<file path="config.mk">
export PLATFORM = sky130hd
export DESIGN_NAME = ads_diffuse
export DESIGN_NICKNAME = d
export VERILOG_FILES = /design/src/hdl/ads_pkg.sv /design/src/hdl/ads_diffuse.sv
export SDC_FILE = /design/constraint.sdc
export NUM_CORES = 1
export LEC_CHECK = 0
export ABC_AREA = 1
export BUFFER_PORTS_ARGS = -buffer_cell sky130_fd_sc_hd__clkbuf_2
export CORE_ASPECT_RATIO = 0.5
export CORE_MARGIN = 2
export CORE_UTILIZATION = 63
export DETAILED_ROUTE_END_ITERATION = 8
export PLACE_DENSITY = 0.84
export SLEW_MARGIN = 20
export SYNTH_ARGS = -nofsm -noshare
export SYNTH_HDL_FRONTEND = slang
export SYNTH_SLANG_ARGS = --single-unit
</file>
<file path="constraint.sdc">
create_clock -name clk -period 17.5 [get_ports clk]
set_input_delay 3.5 -clock clk [delete_from_list [all_inputs] [get_ports clk]]
set_output_delay 3.5 -clock clk [all_outputs]
set_load 0.1 [all_outputs]
</file>
<file path="src/hdl/ads_pkg.sv">
// ----------------------------------------------------------------------------
// ads_pkg
// Shared types and fixed constants of the Atkinson dither stream.
// ----------------------------------------------------------------------------
package ads_pkg;

	// Fixed field and register widths
	localparam int GREY_W       = 8;
	localparam int WIDTH_REG_W  = 9;
	localparam int HEIGHT_REG_W = 11;
	localparam int ROW_W        = 10;
	localparam int ROW_CMP_W    = 12;
	localparam int CFG_IDX_W    = 1;
	localparam int CFG_DATA_W   = 11;

	// Register indexes of the configuration port
	localparam logic [CFG_IDX_W-1:0] REG_REGION_WIDTH  = 1'b0;
	localparam logic [CFG_IDX_W-1:0] REG_REGION_HEIGHT = 1'b1;

	// Register reset values
	localparam logic [WIDTH_REG_W-1:0]  WIDTH_RESET  = 9'd256;
	localparam logic [HEIGHT_REG_W-1:0] HEIGHT_RESET = 11'd1;

	// Quantizer and diffusion constants
	localparam int HEIGHT_LIMIT = 1024;
	localparam int THRESHOLD    = 127;
	localparam int WHITE_LEVEL  = 255;
	localparam int SHARE_SHIFT  = 3;

	// Raster position flags of one pixel
	typedef struct packed {
		logic last_col;
		logic last_row;
		logic right1;
		logic right2;
		logic below1;
		logic below2;
	} pos_flags_t;

	// One result beat
	typedef struct packed {
		logic dot_white;
		logic row_end;
		logic frame_end;
	} dot_res_t;

endpackage

</file>
<file path="src/hdl/ads_diffuse.sv">
// ----------------------------------------------------------------------------
// ads_diffuse
// Quantize stage: merges pending error, thresholds, and spreads error into
// the right-hand registers and the line store (read-modify-write with a held
// entry and a same-cycle bypass).
// ----------------------------------------------------------------------------
module ads_diffuse #(
	parameter int MAX_WIDTH = 256,
	parameter int ERR_BITS  = 11,
	localparam int CW = $clog2(MAX_WIDTH),
	localparam int E  = ERR_BITS
) (
	input  logic                             clk,
	input  logic                             arst_n,
	input  logic                             load,
	input  logic                             fire,
	input  logic [ads_pkg::GREY_W-1:0]       grey_level,
	input  logic [CW-1:0]                    col,
	input  ads_pkg::pos_flags_t              flags_in,
	input  logic [2*E-1:0]                   rd_data,
	output logic                             wr_en,
	output logic [CW-1:0]                    wr_addr,
	output logic [2*E-1:0]                   wr_data,
	output ads_pkg::dot_res_t                res
);

	localparam int OW = E + 2;
	localparam logic signed [OW-1:0] THR   = OW'(ads_pkg::THRESHOLD);
	localparam logic signed [OW-1:0] WHITE = OW'(ads_pkg::WHITE_LEVEL);
	localparam logic signed [OW-1:0] RND   = OW'((1 << ads_pkg::SHARE_SHIFT) - 1);

	// stage 1 payload
	logic [ads_pkg::GREY_W-1:0]  grey_s1;
	logic [CW-1:0]               col_s1;
	ads_pkg::pos_flags_t         flags_s1;

	// running error state
	logic signed [E-1:0]  pr1_q, pr2_q, pbr_q;
	logic                 held_valid_q;
	logic [CW-1:0]        held_addr_q;
	logic signed [E-1:0]  held_nre_q, held_sre_q;
	logic                 byp_hit_q;
	logic [2*E-1:0]       byp_data_q;
	logic [CW:0]          fill_q;

	logic                 ent_ok, frame_end;
	logic signed [E-1:0]  cur_nre, cur_sre;
	logic signed [OW-1:0] old_val, diff, diff_adj, err_wide;
	logic signed [E-1:0]  err, new_nre, new_sre, fin_nre;
	logic                 white;

	// load stage 1 and capture a write that races the read
	always_ff @(posedge clk) begin
		if (load) begin
			grey_s1    <= grey_level;
			col_s1     <= col;
			flags_s1   <= flags_in;
			byp_data_q <= wr_data;
		end
	end

	always_ff @(posedge clk or negedge arst_n) begin
		if (!arst_n) begin
			byp_hit_q <= 1'b0;
		end else if (load) begin
			byp_hit_q <= wr_en && (wr_addr == col);
		end
	end

	// entry select: held entry, then bypass, then store (beyond fill reads zero)
	always_comb begin
		ent_ok = ((CW+1)'(col_s1) < fill_q);
		if (held_valid_q && (held_addr_q == col_s1)) begin
			cur_nre = held_nre_q;
			cur_sre = held_sre_q;
		end else if (byp_hit_q) begin
			cur_nre = $signed(byp_data_q[2*E-1:E]);
			cur_sre = $signed(byp_data_q[E-1:0]);
		end else if (ent_ok) begin
			cur_nre = $signed(rd_data[2*E-1:E]);
			cur_sre = $signed(rd_data[E-1:0]);
		end else begin
			cur_nre = '0;
			cur_sre = '0;
		end
	end

	// threshold and error share, divide by eight toward zero
	always_comb begin
		old_val  = $signed(OW'({1'b0, grey_s1})) + OW'(pr1_q) + OW'(cur_nre);
		white    = old_val > THR;
		diff     = old_val - (white ? WHITE : '0);
		diff_adj = diff[OW-1] ? (diff + RND) : diff;
		err_wide = diff_adj >>> ads_pkg::SHARE_SHIFT;
		err      = $signed(err_wide[E-1:0]);
		new_nre  = flags_s1.below1 ? (cur_sre + pbr_q + err) : '0;
		new_sre  = flags_s1.below2 ? err : '0;
		fin_nre  = held_nre_q + (flags_s1.below1 ? err : '0);
	end

	// write port: finish left neighbor, or flush the entry held over a row end
	always_comb begin
		frame_end = flags_s1.last_col && flags_s1.last_row;
		if (col_s1 != '0) begin
			wr_addr = col_s1 - CW'(1);
			wr_data = {fin_nre, held_sre_q};
			wr_en   = fire && !frame_end;
		end else begin
			wr_addr = held_addr_q;
			wr_data = {held_nre_q, held_sre_q};
			wr_en   = fire && !frame_end && held_valid_q;
		end
	end

	always_comb begin
		res.dot_white = white;
		res.row_end   = flags_s1.last_col;
		res.frame_end = frame_end;
	end

	// error state update per beat
	always_ff @(posedge clk or negedge arst_n) begin
		if (!arst_n) begin
			pr1_q        <= '0;
			pr2_q        <= '0;
			pbr_q        <= '0;
			held_valid_q <= 1'b0;
			held_addr_q  <= '0;
			held_nre_q   <= '0;
			held_sre_q   <= '0;
			fill_q       <= '0;
		end else if (fire) begin
			pr1_q <= flags_s1.right1 ? (pr2_q + err) : '0;
			pr2_q <= flags_s1.right2 ? err : '0;
			pbr_q <= flags_s1.right1 ? err : '0;
			if (frame_end) begin
				held_valid_q <= 1'b0;
				fill_q       <= '0;
			end else begin
				held_valid_q <= 1'b1;
				held_addr_q  <= col_s1;
				held_nre_q   <= new_nre;
				held_sre_q   <= new_sre;
				if (wr_en && (((CW+1)'(wr_addr) + (CW+1)'(1)) > fill_q)) begin
					fill_q <= (CW+1)'(wr_addr) + (CW+1)'(1);
				end
			end
		end
	end

	// mid-row pixel always finds its left neighbor held
	a_held_chain: assert property (@(posedge clk) disable iff (!arst_n)
		fire && (col_s1 != '0) |-> held_valid_q && (held_addr_q == col_s1 - CW'(1)))
		else $error("left neighbor entry not held");

	a_fill_range: assert property (@(posedge clk) disable iff (!arst_n)
		fill_q <= (CW+1)'(MAX_WIDTH))
		else $error("fill count beyond line store depth");

	a_frame_clear: assert property (@(posedge clk) disable iff (!arst_n)
		fire && frame_end |=> (fill_q == '0) && !held_valid_q)
		else $error("error state not cleared at frame end");

endmodule

</file>
### Word-level counts from Yosys, hierarchy flattened

Index checks and enable logic that the tools add are counted.

| cells by class | value |
|---|---|
| add/sub/neg operators | 10 |
| order comparisons | 3 |
| equality and inequality tests | 2 |
| mux-type cells | 20 |
| bitwise operators | 1 |
| reduce and logical (&&, ||, !) cells | 11 |

Operators by type and width:

| cell | number |
|---|---|
| $mux 11 | 12 |
| $add 11x11->11 | 4 |
| $mux 22 | 1 |
| $mux 9 | 2 |
| $eq 8x8->1 | 2 |
| $mux 8 | 2 |
| $add 12x11->13 | 1 |
| $add 13x4->13 const B | 1 |
| $gt 13x8->1 const B | 1 |
| $mux 13 | 1 |
| $sub 13x8->13 | 1 |
| $add 9x11->12 | 1 |
| $add 8x1->9 const B | 1 |
| $gt 9x9->1 | 1 |
| $lt 8x9->1 | 1 |
| $reduce_bool 8->1 | 1 |
| $sub 8x1->8 const B | 1 |
| $logic_and 1x1->1 | 6 |
| $reduce_and 2->1 | 2 |
| $mux 1 | 2 |
| $reduce_bool 2->1 | 1 |
| $logic_not 1->1 | 1 |
| $not 1->1 | 1 |

| storage, ports and cells | value |
|---|---|
| flip-flop bits (word level) | 118 |
| input port bits | 48 |
| logic and storage cells | 65 |

### Longest topological paths before layout

Gate-level depths: netlist of the first run.

| logic depth | value |
|---|---|
| depth in word-level cells | 13 |
| mapped depth | 55 |
| gate-level depth less buffers | 54 |

### Worst setup path after synthesis of the first run

No wires, ideal clock.

| timing path | value |
|---|---|
| kind | input to output |
| from | input rd_data[12] |
| to | output wr_data[15] |
| data arrival time | 10.507 ns |
| data required time | 14.000 ns |
| path slack | 3.493 ns |
| cell stages on the path | 36 |
| path through | nand3_1 > a31oi_1 > fa_1 > ha_1 > inv_1 > fa_1 > inv_1 > nand3_1 > nand2_1 > nand2_1 > nand3b_1 > nand2_2 > nand3_1 > nor3_1 > nor2_1 > inv_1 > ha_1 > a21oi_2 > nand2_1 > nand2_1 > nand3_1 > inv_1 > nand2_4 > nor2_4 > nand3_1 > nand2_2 > nand2_4 > nand2_2 > nand2_1 > nor2_1 > ha_1 > inv_1 > fa_1 > o21ai_0 > xnor2_1 > o21ai_0 |

| between the ends | value |
|---|---|
| cells in the longest elaborated chain, start to end | 12 |

RTL lines:

| what | line | source |
|---|---|---|
| start, declared | ads_diffuse.sv:20 | `input logic [2*E-1:0] rd_data,` |
| $mux 11 (*) | ads_diffuse.sv:79 | `end else if (ent_ok) begin` |
| $mux 11 (*) | ads_diffuse.sv:76 | `end else if (byp_hit_q) begin` |
| $mux 11 (*) | ads_diffuse.sv:73 | `if (held_valid_q && (held_addr_q == col_s1)) begin` |
| $add 12x11->13 (*) | ads_diffuse.sv:90 | `old_val = $signed(OW'({1'b0, grey_s1})) + OW'(pr1_q) + OW'(cur_nre);` |
| $gt 13x8->1 (*) | ads_diffuse.sv:91 | `white = old_val > THR;` |
| via white | ads_diffuse.sv:50 | `logic white;` |
| $mux 8 (*) | ads_diffuse.sv:92 | `diff = old_val - (white ? WHITE : '0);` |
| $sub 13x8->13 (*) | ads_diffuse.sv:92 |  |
| $add 13x4->13 | ads_diffuse.sv:93 | `diff_adj = diff[OW-1] ? (diff + RND) : diff;` |
| $mux 13 (*) | ads_diffuse.sv:93 |  |
| $mux 11 (*) | ads_diffuse.sv:98 | `fin_nre = held_nre_q + (flags_s1.below1 ? err : '0);` |
| $add 11x11->11 (*) | ads_diffuse.sv:98 |  |
| $mux 22 (*) | ads_diffuse.sv:104 | `if (col_s1 != '0) begin` |
| end, declared | ads_diffuse.sv:23 | `output logic [2*E-1:0] wr_data,` |

The timed path passes the listed nets; every way through them passes the cells marked *.

### Worst setup path after layout of the first run

| timing path | value |
|---|---|
| from | input rd_data[11] |
| to | output wr_data[19] |

| between the ends | value |
|---|---|
| cells in the longest elaborated chain, start to end | 12 |

RTL lines:

| what | line |
|---|---|
| $mux 11 (*) | ads_diffuse.sv:79 |
| $mux 11 (*) | ads_diffuse.sv:76 |
| $mux 11 (*) | ads_diffuse.sv:73 |
| $add 12x11->13 (*) | ads_diffuse.sv:90 |
| $gt 13x8->1 | ads_diffuse.sv:91 |
| $mux 8 | ads_diffuse.sv:92 |
| $sub 13x8->13 (*) | ads_diffuse.sv:92 |
| $add 13x4->13 | ads_diffuse.sv:93 |
| $mux 13 (*) | ads_diffuse.sv:93 |
| $mux 11 (*) | ads_diffuse.sv:98 |
| $add 11x11->11 (*) | ads_diffuse.sv:98 |
| $mux 22 (*) | ads_diffuse.sv:104 |

Every way passes the cells marked *; elsewhere a longest branch is shown, timed or not.

==> impl_metrics.yaml, run 1 <==
run_status:
  status: "finished, final reports clean"
hold_path:
  worstHoldStart: "pr2_q[3]"
  hold_class: "flip-flop to flip-flop"
  hold_end: "pr2_q[3]"
  whs_path_depth: 2
sta:
  rsz0062_at_grt: "false"
  finalSetupViolCount: 0
  clock_skew_ns: 0.0119
  slew_headroom_pct: 36.8
  fin_crit_sh_pct: 80.6
  layout_setup_ws_ns: 3.39
  report.final.hold_viol_count: 0
  slew_violations: 0
  period_minus_slack_ns: 14.11
  fmax_mhz: 70.9
  tns_ns: 0
  worstMarginPinSlew_ns: 0.948
grt:
  grt_usage_pct: 32.8
  grt_pass1_wl_um: 37200
  antenna_found_initial: 0
  grt_pass1_vias: 7477
  grt_max_degree: 72
  grt-ovfl-total: 0
detailed_routing:
  first_iter_violations: 766
  ant_nets: 0
  firstDrtPassIters: 5
  wl_per_cell_um: 16.7
  drt-total-wl_um: 23200
  drc: 0
  vias: 7890
  viasPerCell: 5.67
place:
  gp_congestion: 0.957
  place_ws_ns: 3.45
  io_buffers: 81
  hpwl_um: 17400
  placed_area_um2: 9330
finish:
  syn_to_final_growth_pct: 13.2
  fin_nets: 1326
  drive_gt1_share_pct: 14.8
  stdcell_area_um2: 9910
  diodes: 0
synth:
  synth_top_area_share_pct: 20.3
  ys_ff_latch: 114
  synthTopCellsByCount: "269 x nand2_1, 156 x inv_1, 78 x nand3_1"
  yosysMostFrequentCell: "nand2_1"
  synth.top_cells.by_area: "dfrtp_1 20%, edfxtp_1 15%, nand2_1 12%"
  synth_cell_types: 56
  synth_top_area_cell: "dfrtp_1"
  yosys_most_used_dff: "dfrtp_1"
  synthesis.nets: 1246
  netlist_area_um2: 8760
  yosys_warnings: 0
  synthArstFlopShare_pct: 62.3
  synth_edf_count: 43
  seq_area_frac_synth_pct: 35.0
  syn_area_per_cell_um2: 7.92
  synthesis.instances: 1106
critical_path:
  cpPeakStageDelay_ns: 0.51
  timing.critical_path.from_type: "input pin"
  cp.required_ns: 14.00
  r2r_end: "held_nre_q[9]"
  reg2reg_slack_ns: 8.28
  critPathArrivalTime_ns: 10.61
  r2r_start: "col_s1[6]"
  end_kind: "output pin"
  path_class: "input pin to output pin"
  path_max_fanout: 9
  rr_worst_depth: 49
  crit_path_top_delay_cell: "clkbuf_2"
cts:
  ctsHtreeMaxLevel: 4
  hold_buffers: 0
  insertion_delay_ns: 0.43
  cts_made_buffers: 17
  clock_sinks: 114
  cts_tree: "yes"
  ctsResizeCount: 0
  cts_setup_buffers: 0
  path_clk_slew_ns: 0.06
  clk_path_buf_depth: 2
  clock-root-buffer: "clkbuf_16"
floorplanning:
  die_h_um: 87.4
  initial_core_util_pct: 64.6
  dieArea_um2: 14900
  core_area_um2: 13600
  fp.dieW_um: 171
  io_pins: 82
  rows: 30
job:
  drv_cap: 0
-- registers in the layout, indices dropped and copies added, names as in the netlist, 5 cells and up --
| name | count |
|---|---|
| flags_s1 | 5 |
| held_nre_q | 11 |
| col_s1 | 8 |
| grey_s1 | 8 |
| fill_q | 9 |
| held_sre_q | 10 |
| pr2_q | 10 |
| held_addr_q | 8 |
| pr1_q | 11 |
| pbr_q | 10 |
| byp_data_q | 21 |
-- routing by layer --
metal	GRT usage [%]	vias to the layer above	part of all wire, %
met5	0	-	0
met4	12.0	0	2.4
met3	5.77	50	6.5
met2	55.7	287	48
met1	42.8	3720	43
li1	-	3833	-
-- cell families after synthesis --
kind of cell    synth area share [%]
xor+xnor                        3.20
buf+inv                         8.30
fa+ha+maj                       15.1
flops                           35.0
compound gates                  12.8
simple gates                    25.6
-- layout make-up --
| cell class | instances | area, um2 |
|---|---|---|
| Sequential cell | 114 | 3070 |
| Clock inverter | 15 | 159 |
| Timing Repair Buffer | 86 | 443 |
| Inverter | 163 | 612 |
| Fill cell | 1042 | 3640 |
| Tap cell | 192 | 240 |
| Multi-Input combinational cell | 804 | 4960 |
| Clock buffer | 17 | 425 |
-- cell usage in the layout (no fill, tap or decap), types with 4 or more instances in the layout --
cell type / n
o21bai_1: 4
a22o_1: 4
nor2_4: 5
o21ai_1: 21
edfxtp_1: 43
a31oi_1: 12
nor2_1: 72
xor2_1: 18
clkinv_1: 4
xnor2_1: 9
fa_1: 23
inv_1: 156
ha_1: 69
nand3_2: 5
o21ai_0: 73
nand3b_1: 7
clkbuf_2: 80
nand4_1: 13
nand2_2: 16
or2_2: 7
clkbuf_16: 17
buf_4: 5
clkinvlp_4: 5
inv_6: 4
nor3_1: 9
dfrtp_1: 71
inv_2: 4
nand2_1: 269
a21oi_1: 37
o22ai_1: 14
nand3_1: 78
-- worst max path at each step --
stage	startpoint	end	depth (start not counted)
after floorplan	rd_data[12]	wr_data[15]	36
after global placement	rd_data[11]	wr_data[19]	42
after detailed placement	rd_data[11]	wr_data[19]	42
after CTS	rd_data[11]	wr_data[19]	42
after global routing	rd_data[11]	wr_data[19]	42
final	rd_data[11]	wr_data[19]	42
-- worst max-delay path, delay by kind of cell --
kind,cells,cell delay [ns]
AO/OA/AOI/OAI,6,1.44
XOR/XNOR,1,0.11
adder cells (fa/ha/maj),6,2.00
buffers and inverters,7,1.16
AND/OR/NAND/NOR,22,2.41
-- stage by stage --
| stage | std cells | util, % | hold slack, ns |
|---|---|---|---|
| 4_1_cts | 1391 | 73.1 | 0.495 |
| 5_1_grt | 1391 | 73.1 | 0.519 |
| 3_3_place_gp | 1359 | 68.8 | 0.474 |
| 3_5_place_dp | 1359 | 68.8 | 0.480 |
| 6_report | 1391 | 73.1 | 0.496 |
| 2_1_floorplan | 1106 | - | 0.455 |
Power of run 1 is left out: the tool's default activity adds up to more than one toggle a clock period on the data nets, which glitch-free logic cannot reach.
==> run 2: changes to the inputs <==
- CORE_UTILIZATION: 63 -> 55
- PLACE_DENSITY: 0.84 -> 0.78
- clock period: 17.5 -> 11.8 ns (I/O delays scaled with it)
==> run 2 against run 1 <==
  * Via count hardly changed
  * Design area is 1.4% higher
  * Global-route usage is 3.9 points lower
  * First-iteration DRC count is 27% lower
  * Critical endpoint is now wr_data[20]
  * Largest cell class unchanged
==> impl_metrics.yaml, run 2 (synthesis gave the netlist of run 1 again) <==
detailed_routing:
  wl_per_cell_um: 16.7
  drt-total-wl_um: 23600
  drc: 0
  firstDrtPassIters: 5
  ant_nets: 0
  first_iter_violations: 559
  vias: 7896
  viasPerCell: 5.59
sta:
  finalSetupViolCount: 0
  fin_crit_sh_pct: 96.1
  clock_skew_ns: 0.0119
  slew_headroom_pct: 24.6
  fmax_mhz: 88.1
  worstMarginPinSlew_ns: 1.13
  report.final.hold_viol_count: 0
  period_minus_slack_ns: 11.34
  slew_violations: 0
  rsz0062_at_grt: "true"
cts:
  clk_path_buf_depth: 2
  hold_buffers: 0
  ctsHtreeMaxLevel: 4
  clock_sinks: 114
  cts_made_buffers: 17
  path_clk_slew_ns: 0.05
  cts_tree: "yes"
  clock-root-buffer: "clkbuf_16"
  insertion_delay_ns: 0.42
place:
  place_inst: 1373
  gp_congestion: 0.938
  io_buffers: 81
  hpwl_um: 17400
floorplanning:
  core_area_um2: 15500
  die_h_um: 93.2
  initial_core_util_pct: 56.5
  dieArea_um2: 17000
  rows: 32
  io_pins: 82
  fp.dieW_um: 182
critical_path:
  critPathArrivalTime_ns: 8.98
  path_class: "input pin to output pin"
  timing.critical_path.from_type: "input pin"
  path_max_fanout: 9
  cpPeakStageDelay_ns: 0.53
  critical_path.top_delay_family: "simple AND/OR/NAND/NOR gates"
  end_kind: "output pin"
  cp_num_buf_inv: 6
  crit_path_top_delay_cell: "fa_1"
  critPathMostFrequentCell: "nand3_1"
  cp.required_ns: 9.44
job:
  drv_cap: 0
grt:
  grt_usage_pct: 28.9
  grt_pass1_wl_um: 38200
  grt_max_degree: 72
  grt-ovfl-total: 0
  grt_pass1_vias: 7733
  antenna_found_initial: 0
finish:
  final_cell_mix: "268 x nand2_1, 154 x inv_1, 78 x nand3_1"
  drive_gt1_share_pct: 15.9
  n_fill_cell: 1305
  instances_no_fill: 1413
  final_common_cell: "nand2_1"
  regMostFlops: "byp_data_q"
  diodes: 0
  largest_register_ffs: 21
  syn_to_final_growth_pct: 14.7
  fin_nets: 1336
  top_regs: "byp_data_q x21, held_nre_q x11, pr1_q x11"
run_status:
  status: "finished, final reports clean"
hold_path:
  hold_class: "flip-flop to flip-flop"
-- run 2: cell types whose count changed in the layout (fill, tap and decap cells not counted), sizes merged --
cell,delta
buf,+12
inv,-5
clkinv,+3
-- run 2: layout make-up --
type	instances	area (um2)	area share [%]
inverters	163	616	6.13
clock buffers	20	457	4.55
repair inverters	1	5.00	0.0498
multi-input cells	804	5000	49.8
well taps	204	255	2.54
flip-flops and latches	114	3070	30.5
clock inverters	12	115	1.15
repair buffers	95	526	5.23
-- run 2: through the flow --
step | utilization (%) | setup TNS, ns | instance area (um2) | setup slack (ns) | hold slack, ns
after floorplan | - | 0 | 8760 | 0.0726 | 0.455
after global placement | 60.4 | 0 | 9360 | 0.258 | 0.474
after detailed placement | 60.4 | 0 | 9360 | 0.168 | 0.479
after CTS | 64.1 | 0 | 9930 | 0.153 | 0.492
after global routing | 64.8 | -0.0205 | 10000 | -0.0138 | 0.521
final | 64.8 | 0 | 10000 | 0.456 | 0.492
-- run 2: per-layer routing --
metal | routed length (um) | track usage [%] | vias to the layer above | share of wire, %
li1 | - | - | 3835 | -
met1 | 10300 | 37.2 | 3750 | 44
met2 | 11400 | 50.5 | 272 | 48
met3 | 1430 | 5.41 | 39 | 6.0
met4 | 483 | 8.53 | 0 | 2.0
met5 | 0 | 0 | - | 0
-- run 2: worst paths after layout --
check | startpoint | to | slack [ns] | cells after the start
worst max-delay path | rd_data[12] | wr_data[20] | 0.46 | 43
worst min-delay path | pbr_q[8] | pbr_q[8] | 0.49 | 2
worst max register to register | col_s1[5] | held_nre_q[9] | 2.80 | 52
worst min register to register | pbr_q[8] | pbr_q[8] | 0.49 | 2
max in group asynchronous | arst_n | pr1_q[5] | 9.06 | 1
min in group asynchronous | arst_n | held_addr_q[3] | 2.07 | 1
-- run 2: timing repair --
item | in CTS | in global routing
setup endpoints to repair | 0 | 6
gates resized for setup | 0 | 20
setup buffers | 0 | 7
-- run 2: worst reg2reg max path: cells and delay by family, from the launching register on --
family                     cells  cell delay [ns]
and+or+nand+nor               28             3.27
adders and majority gates      8             3.06
buffers and inverters          8             1.02
AOI/OAI and AO/OA              7             0.91
DFF                            1             0.48
xor gates and xnor gates       1             0.18
Power of run 2 is left out for the same reason.
