**src/hdl/ads_pkg.sv**
```systemverilog
// ----------------------------------------------------------------------------
// ads_pkg
// Shared types and fixed constants of the Atkinson dither stream.
// ----------------------------------------------------------------------------
package ads_pkg;

	// Fixed field and register widths
	localparam int GREY_W       = 8;
	localparam int WIDTH_REG_W  = 9;
	localparam int HEIGHT_REG_W = 11;
	localparam int ROW_W        = 10;
	localparam int ROW_CMP_W    = 12;
	localparam int CFG_IDX_W    = 1;
	localparam int CFG_DATA_W   = 11;

	// Register indexes of the configuration port
	localparam logic [CFG_IDX_W-1:0] REG_REGION_WIDTH  = 1'b0;
	localparam logic [CFG_IDX_W-1:0] REG_REGION_HEIGHT = 1'b1;

	// Register reset values
	localparam logic [WIDTH_REG_W-1:0]  WIDTH_RESET  = 9'd256;
	localparam logic [HEIGHT_REG_W-1:0] HEIGHT_RESET = 11'd1;

	// Quantizer and diffusion constants
	localparam int HEIGHT_LIMIT = 1024;
	localparam int THRESHOLD    = 127;
	localparam int WHITE_LEVEL  = 255;
	localparam int SHARE_SHIFT  = 3;

	// Raster position flags of one pixel
	typedef struct packed {
		logic last_col;
		logic last_row;
		logic right1;
		logic right2;
		logic below1;
		logic below2;
	} pos_flags_t;

	// One result beat
	typedef struct packed {
		logic dot_white;
		logic row_end;
		logic frame_end;
	} dot_res_t;

endpackage

```
**src/hdl/ads_raster.sv**
```systemverilog
// ----------------------------------------------------------------------------
// ads_raster
// Raster position counters; gives column and edge flags of the next pixel.
// ----------------------------------------------------------------------------
module ads_raster #(
	parameter int MAX_WIDTH = 256,
	localparam int CW = $clog2(MAX_WIDTH)
) (
	input  logic                                clk,
	input  logic                                arst_n,
	input  logic                                advance,
	input  logic [ads_pkg::WIDTH_REG_W-1:0]     region_width,
	input  logic [ads_pkg::HEIGHT_REG_W-1:0]    region_height,
	output logic [CW-1:0]                       col,
	output ads_pkg::pos_flags_t                 flags
);

	localparam int WCB = ((CW + 1) > ads_pkg::WIDTH_REG_W ?
		(CW + 1) : ads_pkg::WIDTH_REG_W) + 1;
	localparam int RCB = ads_pkg::ROW_CMP_W;
	localparam logic [WCB-1:0] MAX_W = WCB'(MAX_WIDTH);
	localparam logic [RCB-1:0] MAX_H = RCB'(ads_pkg::HEIGHT_LIMIT);

	logic [CW-1:0]               col_q;
	logic [ads_pkg::ROW_W-1:0]   row_q;
	logic [WCB-1:0]              w_ext, w_eff, c_ext, c_eff;
	logic [RCB-1:0]              h_ext, h_eff, r_ext;

	// size clamps
	always_comb begin
		w_ext = WCB'(region_width);
		if (w_ext == '0) begin
			w_eff = WCB'(1);
		end else if (w_ext > MAX_W) begin
			w_eff = MAX_W;
		end else begin
			w_eff = w_ext;
		end
		h_ext = RCB'(region_height);
		if (h_ext == '0) begin
			h_eff = RCB'(1);
		end else if (h_ext > MAX_H) begin
			h_eff = MAX_H;
		end else begin
			h_eff = h_ext;
		end
		c_ext = WCB'(col_q);
		c_eff = (c_ext >= MAX_W) ? (MAX_W - WCB'(1)) : c_ext;
		r_ext = RCB'(row_q);
	end

	// edge flags of the pixel at the current position
	always_comb begin
		flags.last_col = (c_eff + WCB'(1)) >= w_eff;
		flags.right1   = (c_eff + WCB'(1)) <  w_eff;
		flags.right2   = (c_eff + WCB'(2)) <  w_eff;
		flags.last_row = (r_ext + RCB'(1)) >= h_eff;
		flags.below1   = (r_ext + RCB'(1)) <  h_eff;
		flags.below2   = (r_ext + RCB'(2)) <  h_eff;
		col            = CW'(c_eff);
	end

	// position update per accepted beat
	always_ff @(posedge clk or negedge arst_n) begin
		if (!arst_n) begin
			col_q <= '0;
			row_q <= '0;
		end else if (advance) begin
			if (flags.last_col) begin
				col_q <= '0;
				row_q <= flags.last_row ? '0 : ads_pkg::ROW_W'(r_ext + RCB'(1));
			end else begin
				col_q <= CW'(c_eff + WCB'(1));
			end
		end
	end

endmodule

```
**config.mk**
```make
export PLATFORM = sky130hd
export DESIGN_NAME = ads_raster
export DESIGN_NICKNAME = d
export VERILOG_FILES = /design/src/hdl/ads_pkg.sv /design/src/hdl/ads_raster.sv
export SDC_FILE = /design/constraint.sdc
export NUM_CORES = 1
export LEC_CHECK = 0
export CAP_MARGIN = 10
export CORE_ASPECT_RATIO = 0.75
export CORE_MARGIN = 5
export CORE_UTILIZATION = 55
export DETAILED_ROUTE_END_ITERATION = 8
export DONT_BUFFER_PORTS = 1
export PLACE_DENSITY = 0.7
export SYNTH_ARGS = -nofsm -noshare
export SYNTH_HDL_FRONTEND = slang
export SYNTH_SLANG_ARGS = --single-unit
```
**constraint.sdc**
```tcl
create_clock -name clk -period 5.7 [get_ports clk]
set_clock_uncertainty 0.05 [all_clocks]
set_input_delay 0.855 -clock clk [delete_from_list [all_inputs] [get_ports clk]]
set_output_delay 0.855 -clock clk [all_outputs]
set_load 0.005 [all_outputs]
```
# Yosys cells after proc, flatten, opt, wreduce, memory -nomap -nowiden
# Index checks and enable logic that the tools add are counted.
[classes] n_addsub=4 mul=0 div_mod_pow=0 order_cmp=8 n_eq_ne=0 shifts=0 muxes=6 n_bitwise=0 reduce_logical=3
[op_table] cell="2-to-1 mux 11 bit" n=2
[op_table] cell="2-to-1 mux 10 bit" n=2
[op_table] cell="greater-or-equal comparator 12 bit" n=1
[op_table] cell="less-than comparator 11 x 12 -> 1 bit" n=1
[op_table] cell="less-than comparator 12 bit" n=1
[op_table] cell="adder 10 x 1 -> 11 bit, second input constant" n=1
[op_table] cell="adder 10 x 2 -> 11 bit, second input constant" n=1
[op_table] cell="greater-than comparator 11 bit, second input constant" n=1
[op_table] cell="logical NOT 11 bit" n=1
[op_table] cell="greater-or-equal comparator 10 bit" n=1
[op_table] cell="less-than comparator 10 bit" n=1
[op_table] cell="less-than comparator 9 x 10 -> 1 bit" n=1
[op_table] cell="adder 8 x 1 -> 9 bit, second input constant" n=1
[op_table] cell="adder 8 x 2 -> 9 bit, second input constant" n=1
[op_table] cell="greater-than comparator 9 bit, second input constant" n=1
[op_table] cell="logical NOT 9 bit" n=1
[op_table] cell="2-to-1 mux 9 bit" n=1
[op_table] cell="2-to-1 mux 8 bit" n=1
[op_table] cell="AND reduction 2 bit" n=1
[word_totals] ff_bits=18 latchBits=0 ramBits=0 mem_bits_ro=0 inputBits=23 elab_cells=23 n_memories=0

# Longest topological paths before layout
# Gate-level depths: netlist of the first run.
[depth] depth_word=5 depth_mapped=14 ltp_nobuf=14

# Worst setup path before layout of the first run
# OpenSTA, ideal clock, no wires.
[synth_timing] kind="input port to output port" startpoint="input port region_height[10] (netlist bit)" endpoint="output port flags[0] (netlist bit)" arrival_ns=2.688 required_time_ns=4.795 path_slack_ns=2.107 stages=9 path_buffers=0 path_cell_list="clkinv_1 nand2_1 ha_1 or3_1 o21ai_0 a21oi_1 maj3_2 a2111o_1 a31oi_1"
[synth_rtl] item="start, declared" line_no="ads_raster.sv:13" rtl="input logic [ads_pkg::HEIGHT_REG_W-1:0] region_height,"
[synth_rtl] item="end, declared" line_no="ads_raster.sv:15" rtl="output ads_pkg::pos_flags_t flags"

==> flow_summary.ini, run 1 <==
[status]
run_status = completed

[die]
num_io_pins = 37
rows = 20
placeableCoreArea_sq_um = 3950
design.die.area_sq_um = 5390
die_x_um = 83.1
start_util_pct = 55.8
fp.dieH_um = 64.8

[grt]
grt_pass1_vias = 1753
antenna_found_initial = 0
grt_overflow_total = 0
grt_max_degree = 19
grt_pass1_wl_mm = 8.22
grt.total_usage_pct = 18.4

[finish]
antenna_cells = 0
instances_no_fill = 329
final-seq-area_sq_um = 450
final_cell_mix = ha_1 (42), nand2_1 (40), o21ai_0 (21), inv_1 (20), dfrtp_1 (18)
fin_nets = 340
layout_commonest_cell = ha_1
fillCellCount = 395
design_area_sq_um = 2310
area_growth_pct = 4.93
utilization_pct = 58.5
drive_above_1_share_pct = 5.47
multiInputGateArea_sq_um = 1660

[timing]
fmax_mhz = 252
hold_viol = 0
final.setup.tns_ns = 0
min_period_over_period_pct = 69.7
maxSlewViolCount = 0
max_slew.worst_pin.slew_ns = 0.808
hold_ws_ns = 0.240
fin_crit_ns = 3.97
setup_viol = 0
slew_headroom_pct = 45.8
rsz0062_at_grt = no

[route]
dr.pass1.iters = 4
wl_mm = 4.78
ant_nets = 0
drt_iter0_drc = 71
dr_total_vias = 1829
wire_per_inst_um = 14.5
viasPerCell = 5.56
drc_errors = 0

[power_and_ir_drop]
peakVddDrop_v = 0.000208
cellLeakagePower_nw = 1.07
p_per_area_nw_per_um2 = 397

[synthesis]
synthArstFlopShare_pct = 100
netlist-cell-type-count = 45
netlist_area_sq_um = 2210
synth_seq_cells = 18
synth_top_area_share_pct = 23.8
synth_edf_count = 0
postSynthAreaPerCell_sq_um = 8.05
ys_top_cells_by_area = ha_1 (24%), dfrtp_1 (20%), nand2_1 (6.8%)
synth_ff_type = dfrtp_1
syn_nets = 339
yosys.area.top_type = ha_1
synthCells = 274
synth_warnings = 0
ys_seq_area_share_pct = 20.4

[clock_network]
path_clk_slew_ns = 0.07
post_cts_resized = 0
ctsHoldBuffers = 0
clockRootBuffer = clkbuf_8
post_cts_buffers = 0
htreeDepth = 1
cts_num_sinks = 18
clk_latency_ns = 0.25
cts_tree = built
clock_path_buffers = 2
numCtsBuffers = 3

[worst_setup_path]
cp_max_fo = 5
required_ns = 4.80
worstSetupStartpointType = register
worstSetupPathType = reg -> out
arrival_ns = 3.07
end_kind = output port

[run]
max_cap_viol_count = 0

[placed_design]
hpwl_mm = 4.08
dpl_cell_area_sq_um = 2260
place.gp.congestion = 0.889
placed_cells = 325
port_buffers = 0

[worst_hold_path]
hold_class = in -> async
==> cells by family after synthesis <==
| logic type | share of synthesized area (%) |
|---|---|
| and+or+nand+nor | 22.8 |
| xor gates and xnor gates | 10.3 |
| AOI/OAI and AO/OA | 17.2 |
| buffers and inverters | 4.42 |
| muxes | 0.454 |
| DFF | 20.4 |
| adders and majority gates | 24.3 |
==> flip-flops by register name, summed over array words and instances, names as in the netlist <==
register and cells:
row_q 10, col 8
==> stage by stage <==
step                worst slack, ns  total power [mW]
global placement               1.96             0.800
floorplan                      2.11             0.687
global route                   1.43              1.03
detailed placement             1.91             0.815
CTS                            1.73             0.923
finish                         1.73             0.920
==> Yosys cell counts, drive strengths merged (3+ instances only) <==
cell,number
xor2,9
nor4,3
o21a,5
nor2,17
a211oi,3
nand2b,7
xnor2,17
a31oi,4
ha,42
dfrtp,18
o21ai,22
a21oi,9
and3,4
nor2b,3
a21o,4
clkbuf,4
nand2,41
nor3,4
inv,20
nand3,15
o31ai,3
==> final timing paths <==
path / end / depth (start not counted) / slack, ns / start
worst max-delay path: flags[4] / 13 / 1.73 / row_q[1]
min in group clk: row_q[9] / 2 / 0.54 / row_q[9]
worst min register to register: row_q[9] / 2 / 0.54 / row_q[9]
max in group asynchronous: row_q[5] / 0 / 5.29 / arst_n
worst max register to register: row_q[0] / 12 / 2.35 / col[2]
worst min-delay path: row_q[1] / 0 / 0.24 / arst_n
==> cell type report <==
class,instances,share of cell area [%]
Sequential cell,18,19.5
Multi-Input combinational cell,230,71.6
Inverter,22,3.57
Clock buffer,4,2.38
Tap cell,55,2.97
==> report_power, final <==
part           total [mW]  switching, mW  internal, mW
clock               0.103         0.0420        0.0614
sequential          0.263         0.0899         0.173
combinational       0.553          0.297         0.256
total               0.920          0.429         0.491
==> layer usage <==
layer / vias up / global-route usage (%) / share of wire, %
met5: - / 0 / 0
met2: 20 / 28.6 / 42
met1: 836 / 27.4 / 54
li1: 971 / - / -
met3: 2 / 4.19 / 3.6
met4: 0 / 0.612 / 0.15
==> critical path: stages (launching register included) <==
cell,delay (ns)
dfrtp_1,0.44
ha_1,0.26
and3_2,0.25
and3_1,0.22
nand2_1,0.12
nor2_1,0.06
xnor2_1,0.18
inv_1,0.07
ha_1,0.27
nand2_1,0.05
nor2_1,0.21
nand3_1,0.13
or3_4,0.43
nand2_1,0.12
(Power assumes the default switching activity.)
==> run 2, diff against run 1 <==
--- a/config.mk
+++ b/config.mk
@@ -5,13 +5,14 @@
 export SDC_FILE = /design/constraint.sdc
 export NUM_CORES = 1
 export LEC_CHECK = 0
+export ABC_AREA = 1
 export CAP_MARGIN = 10
 export CORE_ASPECT_RATIO = 0.75
 export CORE_MARGIN = 5
 export CORE_UTILIZATION = 55
 export DETAILED_ROUTE_END_ITERATION = 8
 export DONT_BUFFER_PORTS = 1
-export PLACE_DENSITY = 0.7
+export PLACE_DENSITY = 0.73
 export SYNTH_ARGS = -nofsm -noshare
 export SYNTH_HDL_FRONTEND = slang
 export SYNTH_SLANG_ARGS = --single-unit
==> constraint.sdc (replaced) <==
create_clock -name clk -period 3.6 [get_ports clk]
set_clock_uncertainty 0.05 [all_clocks]
set_input_delay 0.54 -clock clk [delete_from_list [all_inputs] [get_ports clk]]
set_output_delay 0.54 -clock clk [all_outputs]
set_load 0.005 [all_outputs]
==> run 2 against run 1 <==
Effect of this change:
- critical path depth up 3
- via count up 28%
- largest power group unchanged
- critical path type unchanged
- non-clock buffer count up 15
- sequential power up 37%
- synthesized area up 12%
- design area up 15%
- first-iteration DRC count rose to 2.6 times the previous value
- synthesized cell count up 32%
- die area up 10%
- highest routed layer unchanged
- wire length up 30%
- combinational power up 75%
==> flow_summary.ini, run 2 <==
[power_and_ir_drop]
cellLeakagePower_nw = 1.49
p_sw_mw = 0.733
power.total_mw = 1.47
p_comb_share_pct = 65.9
internal_power_mw = 0.736
sw_frac_of_total_pct = 49.9
p_per_area_nw_per_um2 = 550
seqPwrFrac_pct = 24.5
peakVddDrop_v = 0.000372
p_clk_share_pct = 9.6

[synthesis]
yosysMostFrequentCell = nand2_1
synth_warnings = 0
netlist-cell-type-count = 36
synth_top_area_share_pct = 21.3
yosys-top-cells-count = nand2_1 (86), inv_1 (55), ha_1 (42)
ys_seq_area_share_pct = 18.2
synth_ff_type = dfrtp_1
synthSimpleGateAreaFrac_pct = 32.9
syn_nets = 426
synthArstFlopShare_pct = 100
synth_seq_cells = 18
synth-adder-area-share_pct = 21.3
synthXorXnorAreaFrac_pct = 6.38
synth_edf_count = 0
synthCells = 361
ys_top_cells_by_area = ha_1 (21%), dfrtp_1 (18%), nand2_1 (13%)
postSynthAreaPerCell_sq_um = 6.84
yosys.area.top_type = ha_1
synth_compound_area_share_pct = 10.2
synth_top_family_by_area = simple AND/OR/NAND/NOR gates
synth_mux_area_share_pct = 0
netlist_area_sq_um = 2470

[grt]
grt_pass1_vias = 2153
grt_pass1_wl_mm = 10.0
grt_max_degree = 19
antenna_found_initial = 0
grt.total_usage_pct = 21.4
grt_overflow_total = 0

[die]
num_io_pins = 37
placeableCoreArea_sq_um = 4410
fp.dieH_um = 68.0
design.die.area_sq_um = 5940
rows = 21
die_x_um = 87.4
start_util_pct = 56.0

[timing]
max_slew.worst_pin.slew_ns = 0.847
slew_headroom_pct = 43.4
fmax_mhz = 293
hold_ws_ns = 0.328
hold_viol = 0
maxSlewViolCount = 0
fin_crit_ns = 3.42
min_period_over_period_pct = 94.9
setup_viol = 0

[worst_setup_path]
cpMostUsedCell = nand2_1
arrival_ns = 2.83
worstPathCellList = ha_2 > nand2_1 > inv_2 > nand3_2 > nor2_4 > nand2_1 > o21ai_2 > inv_1 > ha_1 > nand3_2 > nor2_1 > nand4_1 > nor2_2 > nor2_4 > and2_1 > nand2_1
required_ns = 3.01
cpPeakStageDelay_ns = 0.37
cp_max_fo = 5
worstSetupPathType = reg -> out
critPathSlowestCell = dfrtp_1
end_kind = output port
worstSetupStartpointType = register

[finish]
fillCellCount = 409
design_area_sq_um = 2670
instances_no_fill = 428
area_growth_pct = 8.16
largest_reg_flops = 10
top_register = row_q
fin_nets = 438
layout_commonest_cell = nand2_1
antenna_cells = 0
final_cell_mix = nand2_1 (86), inv_1 (55), ha_1 (40), nor2_1 (33), dfrtp_1 (18)
drive_above_1_share_pct = 11.3

[placed_design]
port_buffers = 0
placed_cells = 420
dpl_cell_area_sq_um = 2570
hpwl_mm = 5.15
place.gp.congestion = 0.925

[route]
dr.pass1.iters = 5
wl_met3_um = 488
ant_nets = 0
drt_iter0_drc = 184
wl_met2_mm = 2.57
wl_met1_mm = 3.10
viasPerCell = 5.47
top_layer_used = met4
drc_errors = 0
wire_per_inst_um = 14.5
wl_mm = 6.20
dr_total_vias = 2342

[status]
run_status = completed

[clock_network]
htreeDepth = 1
cts_tree = built
clk_latency_ns = 0.26
clock_path_buffers = 2
cts_num_sinks = 18
numCtsBuffers = 3
path_clk_slew_ns = 0.07
clockRootBuffer = clkbuf_8

[run]
max_cap_viol_count = 0

[worst_hold_path]
hold_class = in -> reg
run 2: layout make-up:
cell class / count / area, sq um / share of cell area, %
Sequential cell: 18 / 450 / 16.9
Timing Repair Buffer: 15 / 115 / 4.31
Tap cell: 57 / 71.3 / 2.67
Inverter: 59 / 221 / 8.29
Multi-Input combinational cell: 276 / 1770 / 66.3
Clock buffer: 3 / 41.3 / 1.55
run 2: path summary, 6_finish.rpt:
kind | startpoint | endpoint | slack (ns) | cells past startpoint
max | row_q[2] | flags[4] | 0.18 | 16
max reg2reg | col[1] | row_q[5] | 0.54 | 15
min | advance | col[5] | 0.33 | 1
max in group asynchronous | arst_n | col[2] | 2.19 | 1
min reg2reg | row_q[9] | row_q[9] | 0.51 | 2
min in group asynchronous | arst_n | col[6] | 0.78 | 1
run 2: cells by family after synthesis:
logic type | count (synthesis)
buf+inv | 67
compound gates | 40
fa+ha+maj | 42
simple gates | 176
xor+xnor | 18
flops | 18
run 2: worst max-delay path, delay by kind of cell (launching register included):
| kind | cells | cell delay [ns] |
|---|---|---|
| AND/OR/NAND/NOR | 11 | 1.34 |
| adder cells (fa/ha/maj) | 2 | 0.51 |
| flip-flops | 1 | 0.37 |
| AO/OA/AOI/OAI | 1 | 0.18 |
| buffers and inverters | 2 | 0.17 |
run 2: repair_timing:
item,CTS,global route
buffers inserted,0,4
endpoints found under the setup margin,1,2
hold endpoints to repair,18,0
hold buffers,1,0
resized for setup,1,6
pin swaps,0,3
gates cloned,0,0
run 2: power by group through the flow:
stage	Sequential, mW	Clock, mW	Combinational, mW
floorplan	0.349	0	0.699
global placement	0.359	0	0.916
global route	0.370	0.155	1.11
CTS	0.359	0.146	0.951
finish	0.359	0.141	0.967
detailed placement	0.362	0	0.934
run 2: metal layers:
layer | up-vias | track usage [%]
met5 | - | 0
met4 | 0 | 2.87
met3 | 4 | 5.05
met2 | 76 | 32.2
met1 | 1058 | 31.6
li1 | 1204 | -
run 2: per-stage QoR:
stage / setup slack (ns) / TNS [ns] / util, %
after floorplan: 0.583 / 0 / -
after global placement: 0.157 / 0 / 58.1
after detailed placement: 0.0834 / 0 / 58.1
after CTS: 0.0624 / 0 / 59.4
after global routing: -0.0219 / -0.0219 / 60.5
final: 0.184 / 0 / 60.5
==> run 3, diff against run 2 <==
--- a/config.mk
+++ b/config.mk
@@ -7,12 +7,14 @@
 export LEC_CHECK = 0
 export ABC_AREA = 1
 export CAP_MARGIN = 10
+export CELL_PAD_IN_SITES_DETAIL_PLACEMENT = 0
+export CELL_PAD_IN_SITES_GLOBAL_PLACEMENT = 1
 export CORE_ASPECT_RATIO = 0.75
 export CORE_MARGIN = 5
-export CORE_UTILIZATION = 55
+export CORE_UTILIZATION = 42
 export DETAILED_ROUTE_END_ITERATION = 8
 export DONT_BUFFER_PORTS = 1
-export PLACE_DENSITY = 0.73
+export PLACE_DENSITY_LB_ADDON = 0.1
 export SYNTH_ARGS = -nofsm -noshare
 export SYNTH_HDL_FRONTEND = slang
 export SYNTH_SLANG_ARGS = --single-unit
==> run 3 against run 2 <==
Effect of this change:
- setup slack improved by 0.071 ns
- clock power rose by 13%
- maximum frequency rose by 2.1%
- critical endpoint unchanged
- largest power group unchanged
- highest routed layer unchanged
==> flow_summary.ini, run 3 (same netlist as run 2, synthesis figures left out) <==
[route]
drc_errors = 0
wl_mm = 6.40
top_layer_used = met4
wl_met3_um = 293
ant_nets = 0
dr.pass1.iters = 4
drt_iter0_drc = 148
dr_total_vias = 2293
wl_met1_mm = 3.79
wire_per_inst_um = 14.3
viasPerCell = 5.13
wl_met2_mm = 2.31

[clock_network]
clk_latency_ns = 0.25
numCtsBuffers = 3
cts_tree = built
path_clk_slew_ns = 0.06
htreeDepth = 1
cts_num_sinks = 18
clock_path_buffers = 2
clockRootBuffer = clkbuf_8

[finish]
final-seq-area_sq_um = 450
fillCellCount = 614
area_growth_pct = 8.11
antenna_cells = 0
final_cell_mix = nand2_1 (86), inv_1 (55), ha_1 (42), nor2_1 (33), dfrtp_1 (18)
top_register = row_q
multiInputGateArea_sq_um = 1750
layout_commonest_cell = nand2_1
drive_above_1_share_pct = 9.76
fin_nets = 435
largest_reg_flops = 10

[status]
run_status = completed

[worst_setup_path]
reg2reg_from = col[0]
r2r_setup_slack_ns = 0.37
cpLargestDelayFamily = simple AND/OR/NAND/NOR gates
crit_end = flags[4]
arrival_ns = 2.75
rr_worst_depth = 11
cp_num_cells = 15
cp_max_fo = 5
required_ns = 3.01
worstPathCellList = buf_4 > ha_1 > inv_1 > nor2_4 > nand4_1 > xor2_1 > inv_1 > ha_1 > nand3_1 > nor2_1 > nand4_1 > nor2_2 > nor2_4 > and2_1 > nand2_1
critical_path_buf_inv_count = 3
cpPeakStageDelay_ns = 0.42
end_kind = output port
crit_start = row_q[1]
worstSetupStartpointType = register
reg2reg_to = row_q[9]
critPathSlowestCell = dfrtp_1
worstSetupPathType = reg -> out

[timing]
rsz0062_at_grt = no
max_slew.worst_pin.slew_ns = 0.802
maxSlewViolCount = 0
fmax_mhz = 299
min_period_over_period_pct = 92.9
final.setup.tns_ns = 0
slew_headroom_pct = 46.4
fin_crit_ns = 3.34
hold_viol = 0
setup_viol = 0
layout_setup_ws_ns = 0.255

[placed_design]
place.gp.congestion = 0.840
place_ws_ns = 0.0866
hpwl_mm = 5.60
port_buffers = 0

[die]
num_io_pins = 37
rows = 24
die_x_um = 98.6
start_util_pct = 42.8
design.die.area_sq_um = 7530
placeableCoreArea_sq_um = 5770
fp.dieH_um = 76.4

[power_and_ir_drop]
cellLeakagePower_nw = 1.48
peakVddDrop_v = 0.000235
p_per_area_nw_per_um2 = 560

[grt]
antenna_found_initial = 0
grt_pass1_wl_mm = 10.7
grt.total_usage_pct = 17.3
grt_max_degree = 21
grt_overflow_total = 0
grt_pass1_vias = 2097

[worst_hold_path]
hold_class = in -> reg

[run]
max_cap_viol_count = 0
run 3: changes by cell type in the layout (fill, tap and decap cells not counted):
cell and change:
ha_2 -2, clkbuf_8 +1, nand3_2 -1, o21ai_1 +1, nor2_2 +1, nand3_1 +1
o21ai_2 -1, ha_1 +2, nor2_4 -1, buf_4 -3
run 3: per-layer routing:
metal	track usage [%]	vias up
met5	0	-
met4	0.409	0
met3	3.02	2
met2	22.6	58
met1	29.6	1035
li1	-	1198
run 3: power by group:
part,switching (mW),leakage [nW],internal [mW]
Sequential,0.0982,0.242,0.266
Combinational,0.593,1.21,0.378
Clock,0.0632,0.0288,0.0970
run 3: worst reg2reg max path, stage by stage, from the launching register on:
cell and delay (ns):
dfrtp_1 0.60, ha_1 0.29, nand3_1 0.20, nor4_1 0.44
ha_1 0.36, a21oi_1 0.25, nand4_2 0.32, nand2_1 0.15
buf_4 0.24, nor2_1 0.08, nand4_1 0.10, nand2_1 0.05
run 3: how the worst min path moves through the flow:
| stage | start | to | slack (ns) | cells past startpoint |
|---|---|---|---|---|
| 2_1_floorplan | arst_n | col[0] | 0.19 | 0 |
| 3_3_place_gp | arst_n | col[7] | 0.19 | 0 |
| 3_5_place_dp | arst_n | col[7] | 0.19 | 0 |
| 4_1_cts | advance | col[4] | 0.33 | 1 |
| 5_1_grt | advance | col[5] | 0.32 | 1 |
| 6_report | advance | col[0] | 0.33 | 1 |
run 3: cell type report:
type                       count  share of cell area, %
clock buffer                   4                   2.06
sequential                    18                   16.9
timing repair buffer          12                   3.47
inverter                      59                   8.29
tap                           78                   3.66
multi-input combinational    276                   65.7
run 3: repair_timing:
item	CTS	global route
resized for setup	0	2
buffers inserted	0	2
hold buffers	1	0
endpoints found under the setup margin	0	2
endpoints found under the hold margin	18	0
run 3: per-stage QoR:
| step | hold slack, ns | area (sq um) | power (mW) | utilization, % | cells |
|---|---|---|---|---|---|
| global placement | 0.195 | 2580 | 1.32 | 44.8 | 440 |
| finish | 0.334 | 2670 | 1.50 | 46.3 | 447 |
| global route | 0.317 | 2670 | 1.68 | 46.3 | 447 |
| floorplan | 0.194 | 2470 | 1.05 | - | 361 |
| detailed placement | 0.195 | 2580 | 1.32 | 44.8 | 440 |
| CTS | 0.327 | 2650 | 1.50 | 46.0 | 445 |
